--- config.mk ---
export PLATFORM = sky130hd
export DESIGN_NAME = hue_wheel_color_generator_unit
export DESIGN_NICKNAME = d
export VERILOG_FILES = /design/src/rtl/core/hwc_pkg.sv /design/src/rtl/core/hue_wheel_color_generator_unit.sv /design/src/rtl/core/hwc_hue_stage.sv /design/src/rtl/core/hwc_color_conv.sv
export SDC_FILE = /design/constraint.sdc
export NUM_CORES = 1
export LEC_CHECK = 0
export ABC_AREA = 1
export BUFFER_PORTS_ARGS = -buffer_cell sky130_fd_sc_hd__buf_4
export CAP_MARGIN = 20
export CORE_MARGIN = 4
export CORE_UTILIZATION = 35
export DETAILED_ROUTE_END_ITERATION = 8
export PLACE_DENSITY = 0.49
export REMOVE_ABC_BUFFERS = 1
export SETUP_SLACK_MARGIN = 0.3
export SLEW_MARGIN = 15
export SYNTH_ARGS = -nofsm -noshare
export SYNTH_HDL_FRONTEND = slang
export SYNTH_HIERARCHICAL = 1
export SYNTH_SLANG_ARGS = --single-unit
--- constraint.sdc ---
create_clock -name clk -period 11.71 [get_ports clk]
set_input_delay 0.5855 -clock clk [delete_from_list [all_inputs] [get_ports clk]]
set_output_delay 0.5855 -clock clk [all_outputs]
set_load 0.03 [all_outputs]
--- src/rtl/core/hwc_pkg.sv ---
// Shared types and constants for the hue wheel color generator.
// No dependencies; every other file in rtl/core refers to this package by scoped names.
package hwc_pkg;

    localparam int HUE_W        = 16;
    localparam int CHAN_W       = 8;
    localparam int COLOR_W      = 3 * CHAN_W;
    localparam int LEVEL_W      = HUE_W + 1;          // full level is 2^16
    localparam int SECTOR_W     = 3;
    localparam int SCALED_W     = HUE_W + SECTOR_W;   // hue * 6
    localparam int CFG_DATA_W   = 16;
    localparam int CFG_INDEX_W  = 1;

    localparam logic [LEVEL_W-1:0]  FULL_LEVEL   = LEVEL_W'(1) << HUE_W;
    localparam logic [SECTOR_W-1:0] SECTOR_COUNT = 3'd6;

    localparam logic [HUE_W-1:0]  HUE_STEP_RESET   = 16'd10;
    localparam logic [CHAN_W-1:0] BRIGHTNESS_RESET = 8'd255;

    typedef enum logic [CFG_INDEX_W-1:0] {
        CFG_HUE_STEP   = 1'b0,
        CFG_BRIGHTNESS = 1'b1
    } cfg_index_t;

    typedef enum logic {
        OP_ADVANCE = 1'b0,
        OP_CONVERT = 1'b1
    } opcode_t;

    // One input word as it moves into the hue stage.
    typedef struct packed {
        logic             accept;
        opcode_t          opcode;
        logic [HUE_W-1:0] hue;
    } item_t;

    typedef enum logic [SECTOR_W-1:0] {
        SEC_RED_GREEN   = 3'd0,
        SEC_GREEN_RED   = 3'd1,
        SEC_GREEN_BLUE  = 3'd2,
        SEC_BLUE_GREEN  = 3'd3,
        SEC_BLUE_RED    = 3'd4,
        SEC_RED_BLUE    = 3'd5
    } sector_t;

    // floor(level * brightness / 65536); the result never exceeds brightness.
    function automatic logic [CHAN_W-1:0] scale_level(
        input logic [LEVEL_W-1:0] level,
        input logic [CHAN_W-1:0]  brightness
    );
        logic [LEVEL_W+CHAN_W-1:0] prod;
        prod = (LEVEL_W+CHAN_W)'(level) * (LEVEL_W+CHAN_W)'(brightness);
        return prod[HUE_W +: CHAN_W];
    endfunction

endpackage

--- src/rtl/core/hue_wheel_color_generator_unit.sv ---
// Hue wheel color generator: turns a 16-bit hue into a saturated 24-bit GRB LED color.
// Depends on hwc_pkg, hwc_hue_stage and hwc_color_conv.
//
// Each accepted word gives exactly one color word. An advance word (opcode 0) converts
// the stored hue and then adds hue_step to it, wrapping at 2^16; a convert word
// (opcode 1) converts hue_in and leaves the stored hue alone. The hue is split into six
// sectors of hue*6; one channel is full, one ramps and one is off, and each is scaled
// so a full channel reads as brightness. The block takes one word per clock while
// the pipeline is not stalled; an accepted word is held in the hue register (where
// the stored hue is read and stepped) and then passes through the conversion logic
// into the color output register. A stalled color waits in the output register
// while the hue register may still take one more word; once both hold a word, a
// stall on the color side drops item_ready in the same cycle, since item_ready
// follows color_ready combinationally. Registers are
// written through cfg_we/cfg_index/cfg_data (index 0 hue_step, index 1 brightness,
// data taken from the low bits); write them only while no word is in flight.
module hue_wheel_color_generator_unit (
    input  logic                              clk,
    input  logic                              rst_n,
    // configuration writes
    input  logic                              cfg_we,
    input  logic [hwc_pkg::CFG_INDEX_W-1:0]   cfg_index,
    input  logic [hwc_pkg::CFG_DATA_W-1:0]    cfg_data,
    // input words
    input  logic                              item_valid,
    output logic                              item_ready,
    input  logic                              opcode,
    input  logic [hwc_pkg::HUE_W-1:0]         hue_in,
    // color words
    output logic                              color_valid,
    input  logic                              color_ready,
    output logic [hwc_pkg::COLOR_W-1:0]       grb_color
);

    logic [hwc_pkg::HUE_W-1:0]   hue_step_reg;
    logic [hwc_pkg::HUE_W-1:0]   hue_step_next;
    logic [hwc_pkg::CHAN_W-1:0]  brightness_reg;
    logic [hwc_pkg::CHAN_W-1:0]  brightness_next;

    logic                        hue_valid_reg;
    logic                        hue_valid_next;
    logic                        color_valid_reg;
    logic                        color_valid_next;
    logic [hwc_pkg::COLOR_W-1:0] grb_reg;
    logic [hwc_pkg::COLOR_W-1:0] grb_next;

    logic                        item_accept;
    logic                        color_load;
    hwc_pkg::item_t              item;
    logic [hwc_pkg::HUE_W-1:0]   stage_hue;
    logic [hwc_pkg::COLOR_W-1:0] conv_grb;

    // ---- configuration registers ----
    always_comb
    begin
        hue_step_next   = hue_step_reg;
        brightness_next = brightness_reg;
        if (cfg_we)
        begin
            case (hwc_pkg::cfg_index_t'(cfg_index))
                hwc_pkg::CFG_HUE_STEP:   hue_step_next   = cfg_data;
                hwc_pkg::CFG_BRIGHTNESS: brightness_next = cfg_data[hwc_pkg::CHAN_W-1:0];
                default:                 hue_step_next   = hue_step_reg;
            endcase
        end
    end

    always_ff @(posedge clk or negedge rst_n)
    begin
        if (!rst_n)
        begin
            hue_step_reg   <= hwc_pkg::HUE_STEP_RESET;
            brightness_reg <= hwc_pkg::BRIGHTNESS_RESET;
        end
        else
        begin
            hue_step_reg   <= hue_step_next;
            brightness_reg <= brightness_next;
        end
    end

    // ---- pipeline control ----
    // color register takes the held hue word when it is empty or its word leaves this cycle
    assign color_load  = hue_valid_reg && (!color_valid_reg || color_ready);
    assign item_ready  = !hue_valid_reg || color_load;
    assign item_accept = item_valid && item_ready;

    assign item = '{accept: item_accept,
                    opcode: hwc_pkg::opcode_t'(opcode),
                    hue:    hue_in};

    always_comb
    begin
        hue_valid_next = hue_valid_reg;
        if (item_accept)
        begin
            hue_valid_next = 1'b1;
        end
        else if (color_load)
        begin
            hue_valid_next = 1'b0;
        end

        color_valid_next = color_valid_reg;
        grb_next         = grb_reg;
        if (color_load)
        begin
            color_valid_next = 1'b1;
            grb_next         = conv_grb;
        end
        else if (color_ready)
        begin
            color_valid_next = 1'b0;
        end
    end

    always_ff @(posedge clk or negedge rst_n)
    begin
        if (!rst_n)
        begin
            hue_valid_reg   <= 1'b0;
            color_valid_reg <= 1'b0;
        end
        else
        begin
            hue_valid_reg   <= hue_valid_next;
            color_valid_reg <= color_valid_next;
        end
    end

    always_ff @(posedge clk)
    begin
        grb_reg <= grb_next;
    end

    // ---- datapath ----
    hwc_hue_stage u_hue_stage (
        .clk      (clk),
        .rst_n    (rst_n),
        .item     (item),
        .hue_step (hue_step_reg),
        .hue      (stage_hue)
    );

    hwc_color_conv u_color_conv (
        .hue        (stage_hue),
        .brightness (brightness_reg),
        .grb        (conv_grb)
    );

    assign color_valid = color_valid_reg;
    assign grb_color   = grb_reg;

    // ---- checks ----
    a_load_sets_valid: assert property (@(posedge clk) disable iff (!rst_n)
        color_load |=> color_valid_reg)
        else $error("converted word did not reach the color register");

    a_stall_only_when_full: assert property (@(posedge clk) disable iff (!rst_n)
        !item_ready |-> hue_valid_reg && color_valid_reg && !color_ready)
        else $error("input stalled while the pipeline had room");

    a_hue_word_not_lost: assert property (@(posedge clk) disable iff (!rst_n)
        hue_valid_reg && !color_load |=> hue_valid_reg && $stable(stage_hue))
        else $error("held hue word was dropped or changed");

    a_color_held: assert property (@(posedge clk) disable iff (!rst_n)
        color_valid_reg && !color_ready |=> color_valid_reg && $stable(grb_reg))
        else $error("stalled color word was dropped or changed");

endmodule

--- src/rtl/core/hwc_hue_stage.sv ---
// Input stage: holds the hue accumulator and registers the hue of each accepted word.
// Depends on hwc_pkg.
module hwc_hue_stage (
    input  logic                      clk,
    input  logic                      rst_n,
    input  hwc_pkg::item_t            item,
    input  logic [hwc_pkg::HUE_W-1:0] hue_step,
    output logic [hwc_pkg::HUE_W-1:0] hue
);

    logic [hwc_pkg::HUE_W-1:0] acc_reg;
    logic [hwc_pkg::HUE_W-1:0] acc_next;
    logic [hwc_pkg::HUE_W-1:0] hue_reg;
    logic [hwc_pkg::HUE_W-1:0] hue_next;

    always_comb
    begin
        acc_next = acc_reg;
        hue_next = hue_reg;
        if (item.accept)
        begin
            case (item.opcode)
                hwc_pkg::OP_ADVANCE:
                begin
                    hue_next = acc_reg;
                    acc_next = acc_reg + hue_step;   // wraps mod 2^16
                end
                hwc_pkg::OP_CONVERT:
                begin
                    hue_next = item.hue;
                end
                default:
                begin
                    hue_next = item.hue;
                end
            endcase
        end
    end

    always_ff @(posedge clk or negedge rst_n)
    begin
        if (!rst_n)
        begin
            acc_reg <= '0;
        end
        else
        begin
            acc_reg <= acc_next;
        end
    end

    always_ff @(posedge clk)
    begin
        hue_reg <= hue_next;
    end

    assign hue = hue_reg;

    a_convert_keeps_acc: assert property (@(posedge clk) disable iff (!rst_n)
        item.accept && item.opcode == hwc_pkg::OP_CONVERT |=> $stable(acc_reg))
        else $error("convert word changed the hue accumulator");

    a_advance_steps_acc: assert property (@(posedge clk) disable iff (!rst_n)
        item.accept && item.opcode == hwc_pkg::OP_ADVANCE |=>
            acc_reg == hwc_pkg::HUE_W'($past(acc_reg) + $past(hue_step)))
        else $error("advance word did not step the hue accumulator");

    a_advance_uses_acc: assert property (@(posedge clk) disable iff (!rst_n)
        item.accept && item.opcode == hwc_pkg::OP_ADVANCE |=> hue_reg == $past(acc_reg))
        else $error("advance word did not latch the stored hue");

endmodule

--- src/rtl/core/hwc_color_conv.sv ---
// Combinational hue to GRB conversion: sector/fraction split, ramp, brightness scaling.
// Depends on hwc_pkg.
module hwc_color_conv (
    input  logic [hwc_pkg::HUE_W-1:0]   hue,
    input  logic [hwc_pkg::CHAN_W-1:0]  brightness,
    output logic [hwc_pkg::COLOR_W-1:0] grb
);

    logic [hwc_pkg::SCALED_W-1:0] scaled;
    logic [hwc_pkg::SECTOR_W-1:0] sector;
    logic [hwc_pkg::HUE_W-1:0]    frac;
    logic [hwc_pkg::LEVEL_W-1:0]  ramp;
    logic [hwc_pkg::LEVEL_W-1:0]  lvl_r;
    logic [hwc_pkg::LEVEL_W-1:0]  lvl_g;
    logic [hwc_pkg::LEVEL_W-1:0]  lvl_b;

    // hue * 6 as shift-add
    assign scaled = (hwc_pkg::SCALED_W'(hue) << 2) + (hwc_pkg::SCALED_W'(hue) << 1);
    assign sector = scaled[hwc_pkg::SCALED_W-1 -: hwc_pkg::SECTOR_W];
    assign frac   = scaled[hwc_pkg::HUE_W-1:0];
    // odd sectors ramp down; zero fraction there gives full level
    assign ramp   = sector[0] ? (hwc_pkg::FULL_LEVEL - hwc_pkg::LEVEL_W'(frac))
                              : hwc_pkg::LEVEL_W'(frac);

    always_comb
    begin
        case (sector)
            hwc_pkg::SEC_RED_GREEN:
            begin
                lvl_r = hwc_pkg::FULL_LEVEL; lvl_g = ramp; lvl_b = '0;
            end
            hwc_pkg::SEC_GREEN_RED:
            begin
                lvl_r = ramp; lvl_g = hwc_pkg::FULL_LEVEL; lvl_b = '0;
            end
            hwc_pkg::SEC_GREEN_BLUE:
            begin
                lvl_r = '0; lvl_g = hwc_pkg::FULL_LEVEL; lvl_b = ramp;
            end
            hwc_pkg::SEC_BLUE_GREEN:
            begin
                lvl_r = '0; lvl_g = ramp; lvl_b = hwc_pkg::FULL_LEVEL;
            end
            hwc_pkg::SEC_BLUE_RED:
            begin
                lvl_r = ramp; lvl_g = '0; lvl_b = hwc_pkg::FULL_LEVEL;
            end
            default:
            begin
                lvl_r = hwc_pkg::FULL_LEVEL; lvl_g = '0; lvl_b = ramp;
            end
        endcase
    end

    assign grb = {hwc_pkg::scale_level(lvl_g, brightness),
                  hwc_pkg::scale_level(lvl_r, brightness),
                  hwc_pkg::scale_level(lvl_b, brightness)};

endmodule

# --- Word-level counts from Yosys, hierarchy flattened ---
# Index checks and enable logic that the tools add are counted.
op_classes:
  addsub: 3
  multipliers: 3
  n_eq_ne: 4
  mux: 9
  bitwise_logic: 2
  reduce_logical: 18
op_table:
  columns: ["op", "n"]
  rows:
  - ["$pmux W17 S2", 3]
  - ["$mul A17 B8 Y24", 3]
  - ["$pmux W16 S2", 1]
  - ["$add A18 B17 Y19", 1]
  - ["$mux W17", 1]
  - ["$sub A17 B16 Y17 const A", 1]
  - ["$add A16 B16 Y16", 1]
  - ["$reduce_or A2 Y1", 6]
  - ["$eq A3 B2 Y1 const B", 2]
  - ["$reduce_and A2 Y1", 3]
  - ["$mux W1", 4]
  - ["$reduce_bool A2 Y1", 2]
  - ["$eq A3 B1 Y1 const B", 1]
  - ["$eq A3 B3 Y1 const B", 1]
  - ["$logic_not A3 Y1", 1]
  - ["$logic_and A1 B1 Y1", 2]
  - ["$logic_not A1 Y1", 2]
  - ["$logic_or A1 B1 Y1", 2]
  - ["$not A1 Y1", 2]
word_totals:
  regBits: 82
  in_bits: 39
  out_inout_bits: 26
  word_cells: 46

# --- Longest topological paths before layout ---
depth:
  depth_word: 6
  ltp_mapped: 37
  mapped_depth_nobuf: 36

# --- Hierarchy ---
# Netlist, hierarchy kept.
modules_own_cells:
  columns: ["module", "n_inst", "cells_per_inst", "area_each_um2", "seq_area_each_um2"]
  rows:
  - ["hwc_color_conv", 1, 1832, 12891.1, 0.0]
  - ["hwc_hue_stage", 1, 302, 2190.9, 880.8]
  - ["hue_wheel_color_generator_unit", 1, 141, 1888.1, 1383.8]

# --- Worst setup path before layout ---
# OpenSTA, ideal clock, no wires.
synth_path:
  path_kind: "reg2reg"
  start: "register u_hue_stage.hue_reg, in the netlist u_hue_stage/hue[1]"
  end: "register grb_reg, in the netlist grb_color[5] (data pin)"
  setup_time_ns: 0.266
  arrival_time_ns: 5.991
  required_ns: 11.444
  setup_slack_ns: 5.453
  stages_incl_launch_ff: 31
  path_buffers: 0
  period_less_slack_ns: 6.257
  cell_sequence: "edfxtp_1 > ha_1 > fa_1 > nand3_1 > nand3_1 > xnor2_1 > nand3_1 > nor2_1 > nand4_1 > nor2_1 > nand2_1 > nand2_1 > xor2_2 > nand2_1 > nor2_1 > fa_1 > fa_1 > fa_1 > inv_1 > fa_1 > inv_1 > ha_1 > nand2_1 > nor2_1 > inv_1 > nor3_1 > nand2_1 > o21ai_0 > a2111oi_0 > o31ai_2 > xor2_1"
synth_between:
  elab_chain_len: 5
  word_cells_on_any_way: 11
  classes_between: "add/sub (2); mul (1); eq/ne (3); mux (2); reduce/logical (3)"
synth_rtl:
  columns: ["element", "line_no", "source"]
  rows:
  - ["from (decl)", "hwc_hue_stage.sv:13", "logic [hwc_pkg::HUE_W-1:0] hue_reg;"]
  - ["from (signal assigned)", "hwc_hue_stage.sv:54", "hue_reg <= hue_next;"]
  - ["$add A18 B17 Y19 (*)", "hwc_color_conv.sv:18", "assign scaled = (hwc_pkg::SCALED_W'(hue) << 2) + (hwc_pkg::SCALED_W'(hue) << 1);"]
  - ["$sub A17 B16 Y17, or another cell as far along", "hwc_color_conv.sv:22", "assign ramp = sector[0] ? (hwc_pkg::FULL_LEVEL - hwc_pkg::LEVEL_W'(frac))"]
  - ["$mux W17 / $reduce_or A2 Y1 (equally long branches)", null, null]
  - ["$pmux W17 S2 (*)", "hwc_color_conv.sv:27", "case (sector)"]
  - ["$mul A17 B8 Y24 (*)", "hwc_pkg.sv:52", "prod = (LEVEL_W+CHAN_W)'(level) * (LEVEL_W+CHAN_W)'(brightness);"]
  - ["named net conv_grb, one bit", "hue_wheel_color_generator_unit.sv:51", "logic [hwc_pkg::COLOR_W-1:0] conv_grb;"]
  - ["to (signal assigned)", "hue_wheel_color_generator_unit.sv:133", "grb_reg <= grb_next;"]
  - ["to (decl)", "hue_wheel_color_generator_unit.sv:44", "logic [hwc_pkg::COLOR_W-1:0] grb_reg;"]
# The timed path passes the listed nets; every way through them passes the cells marked *.
# A chain may end at the register's enable or synchronous reset.

# --- Final worst setup path ---
layout_path:
  start: "register u_hue_stage.hue_reg, in the netlist u_hue_stage/hue[0]"
  end: "register grb_reg, in the netlist grb_color[15] (data pin)"
layout_between:
  elab_chain_len: 5
  word_cells_on_any_way: 11
  classes_between: "add/sub (2); mul (1); eq/ne (4); mux (2); reduce/logical (2)"
layout_rtl:
  columns: ["element", "line_no"]
  rows:
  - ["$add A18 B17 Y19 (*)", "hwc_color_conv.sv:18"]
  - ["$sub A17 B16 Y17, or another cell as far along", "hwc_color_conv.sv:22"]
  - ["$mux W17 / $reduce_or A2 Y1 (equally long branches)", null]
  - ["$pmux W17 S2 (*)", "hwc_color_conv.sv:27"]
  - ["$mul A17 B8 Y24 (*)", "hwc_pkg.sv:52"]
  - ["named net conv_grb, one bit", "hue_wheel_color_generator_unit.sv:51"]
# Marks and branches as above.

==> qor.yml <==
fp-row-count: 80
ys_ff_latch: 82
portBuffers: 64
rr_startpoint: "u_hue_stage/hue[0]$_DFFE_PP_"
switchingPower_mw: 2.89
run_status: "finished clean"
synth-edff-count: 40
avgSynthCellArea_um2: 7.46
synth_common_cells: "nand2_1, inv_1, nor2_1"
maxCapViolCount: 0
rrSetupSlack_ps: 4210
reg2reg_depth: 29
nNetsFinal: 2744
synth_area_leader_cell: "fa_1"
seqPwrFrac_pct: 10.8
routabilityCongestion: 0.872
antenna_found_initial: 0
syn-instance-count: 2275
swShare_pct: 58.7
synth.distinct_cells: 56
grt_pass1_wl_mm: 78.1
drc: 0
multiInputGateArea_um2: 12700
arrival_ps: 7630
die_h_um: 228
hold_violations: 0
vias: 14000
placed_cells: 2911
dominantRegCellSynth: "edfxtp_1"
drt_wl_total_mm: 46.3
synth_xor_area_share_pct: 2.87
worstSetupPathType: "flop to flop"
pwr-share-comb_pct: 83.1
first_iter_violations: 820
wl_per_cell_um: 15.8
power_density_nw_per_um2: 268
yosysMostFrequentCell: "nand2_1"
cts_sinks: 82
seq_area_frac_synth_pct: 13.3
synthSimpleGateAreaFrac_pct: 26.5
clk_latency_ps: 380
drive_above_1_share_pct: 8.65
largest_register_ffs: 24
overflow: 0
power_leakage_nw: 9.87
cp-end-kind: "flop"
nFillCells: 5090
hold_ws_ps: 183
finalCriticalPeriod_ps: 7500
worstPathMaxFanout: 9
cts_root_buffer: "clkbuf_16"
synth_top_area_share_pct: 29.3
clock.fmax_mhz: 133
diodes: 0
final_cell_count_no_fill: 2927
cp-start-kind: "flop"
initial_utilization_pct: 35.5
firstDrtPassIters: 5
ir_worst_vdd_v: 0.000116
die_area_um2: 52100
worst_pin_slew_ps: 762
clk_path_buf_depth: 2
grt_pass1_vias: 15000
htreeDepth: 3
syn_to_final_growth_pct: 8.21
async_flop_share_pct: 51.2
post_drt_via_cell_ratio: 4.80
cts_hold_buf: 0
dpl.hpwl_mm: 38.8
internal-power_mw: 2.03
cts_inserted_buffers: 9
setup.worst_path.end: "grb_color[15]$_DFFE_PP_"
tritoncts: "built"
hold_class: "input port to asynchronous set/reset pin"
clkPwrFrac_pct: 6.1
post_cts_resized: 0
critical-path-max-stage-delay_ps: 590
skew_ps: 13.6
reg2reg_to: "grb_color[15]$_DFFE_PP_"
cp_data_required_time_ps: 11840
synth_warnings: 6
register_area_um2: 2260
core_um2: 47800
synth_compound_area_share_pct: 5.23
cp_slowest_cell: "edfxtp_1"
ant_nets: 0
final_max_slew_viol_count: 0
cp-startpoint: "u_hue_stage/hue[0]$_DFFE_PP_"
grt_usage_pct: 18.4
grt_max_degree: 43
synthMuxAreaShare_pct: 0
syn_area_um2: 17000
postCtsSetupBuffers: 0
clk_pin_slew_worst_paths_ps: 70
grt_setup_unrepaired: "false"
synthTopCellsByArea: "fa_1, nand2_1, ha_1"
synth_top_family_by_area: "adder cells"
fin_crit_sh_pct: 64.0
setup_violations: 0
tns_ps: 0
io_pins: 65
synthAdderAreaFrac_pct: 40.3
die_w_um: 228
worst_slew_margin_rel_pct: 49.1
## how the worst min path moves through the flow
stage | endpoint | slack, ps | depth (start not counted)
2_1_floorplan | color_valid$_DFFE_PN0P_ | 290 | 0
3_3_place_gp | hue_step_reg[3]$_DFFE_PN1P_ | 470 | 2
3_5_place_dp | hue_step_reg[3]$_DFFE_PN1P_ | 480 | 2
4_1_cts | hue_step_reg[10]$_DFFE_PN0P_ | 200 | 1
5_1_grt | hue_valid_reg$_DFFE_PN0P_ | 220 | 1
6_report | hue_valid_reg$_DFFE_PN0P_ | 180 | 1
## layout by cell type, fill, tap and decap left out, drive strengths merged, types with 2 or more instances in the layout
cell,instances
a211oi,4
a21oi,83
a31oi,2
and2,2
buf,73
clkbuf,9
clkinv,6
dfrtp,32
dfstp,10
edfxtp,40
fa,248
ha,150
inv,458
nand2,562
nand3,97
nand3b,4
nand4,14
nor2,368
nor3,23
nor4,4
o211ai,3
o21a,5
o21ai,45
o21bai,6
or2,3
xnor2,20
xor2,33
## worst max-delay path, delay by kind of cell (launching register included)
family / cells / cell delay [ps]
AND/OR/NAND/NOR: 14 / 2250
buffers and inverters: 4 / 270
AO/OA/AOI/OAI: 2 / 170
adder cells (fa/ha/maj): 7 / 3200
flip-flops: 1 / 590
XOR/XNOR: 2 / 780
## per-stage QoR
step | util [%] | setup WS (ps) | area, um^2 | power, mW
after floorplan | - | 5330 | 16700 | 3.55
after global placement | 37.6 | 4420 | 18000 | 4.61
after detailed placement | 37.8 | 4260 | 18100 | 4.65
after CTS | 38.4 | 4220 | 18400 | 5.00
after global routing | 38.4 | 3710 | 18400 | 5.64
final | 38.4 | 4210 | 18400 | 4.92
## cell type report
class	instances	area share, %
Multi-Input combinational cell	1684	69.3
Sequential cell	82	12.3
Inverter	457	9.38
Tap cell	615	4.19
Timing Repair Buffer	73	3.20
Clock buffer	9	1.23
Clock inverter	7	0.416
## per-layer routing
layer,up-vias,global-route usage (%),part of all wire [%]
li1,6957,-,-
met2,202,32.0,49
met1,6843,25.0,47
met5,-,0,0
met4,0,3.12,1.2
met3,35,2.25,3.0
## logic make-up after synthesis
group,Yosys count
xor+xnor,53
simple gates,1077
flops,82
compound gates,156
buf+inv,509
fa+ha+maj,398
## power groups by stage
stage,registers (mW),logic (mW),clock network [mW]
2_1_floorplan,0.583,2.96,0
3_3_place_gp,0.542,4.07,0
3_5_place_dp,0.543,4.11,0
4_1_cts,0.538,4.14,0.315
5_1_grt,0.546,4.77,0.325
6_report,0.534,4.09,0.299
Note: power is estimated with default switching activity, not from simulation.
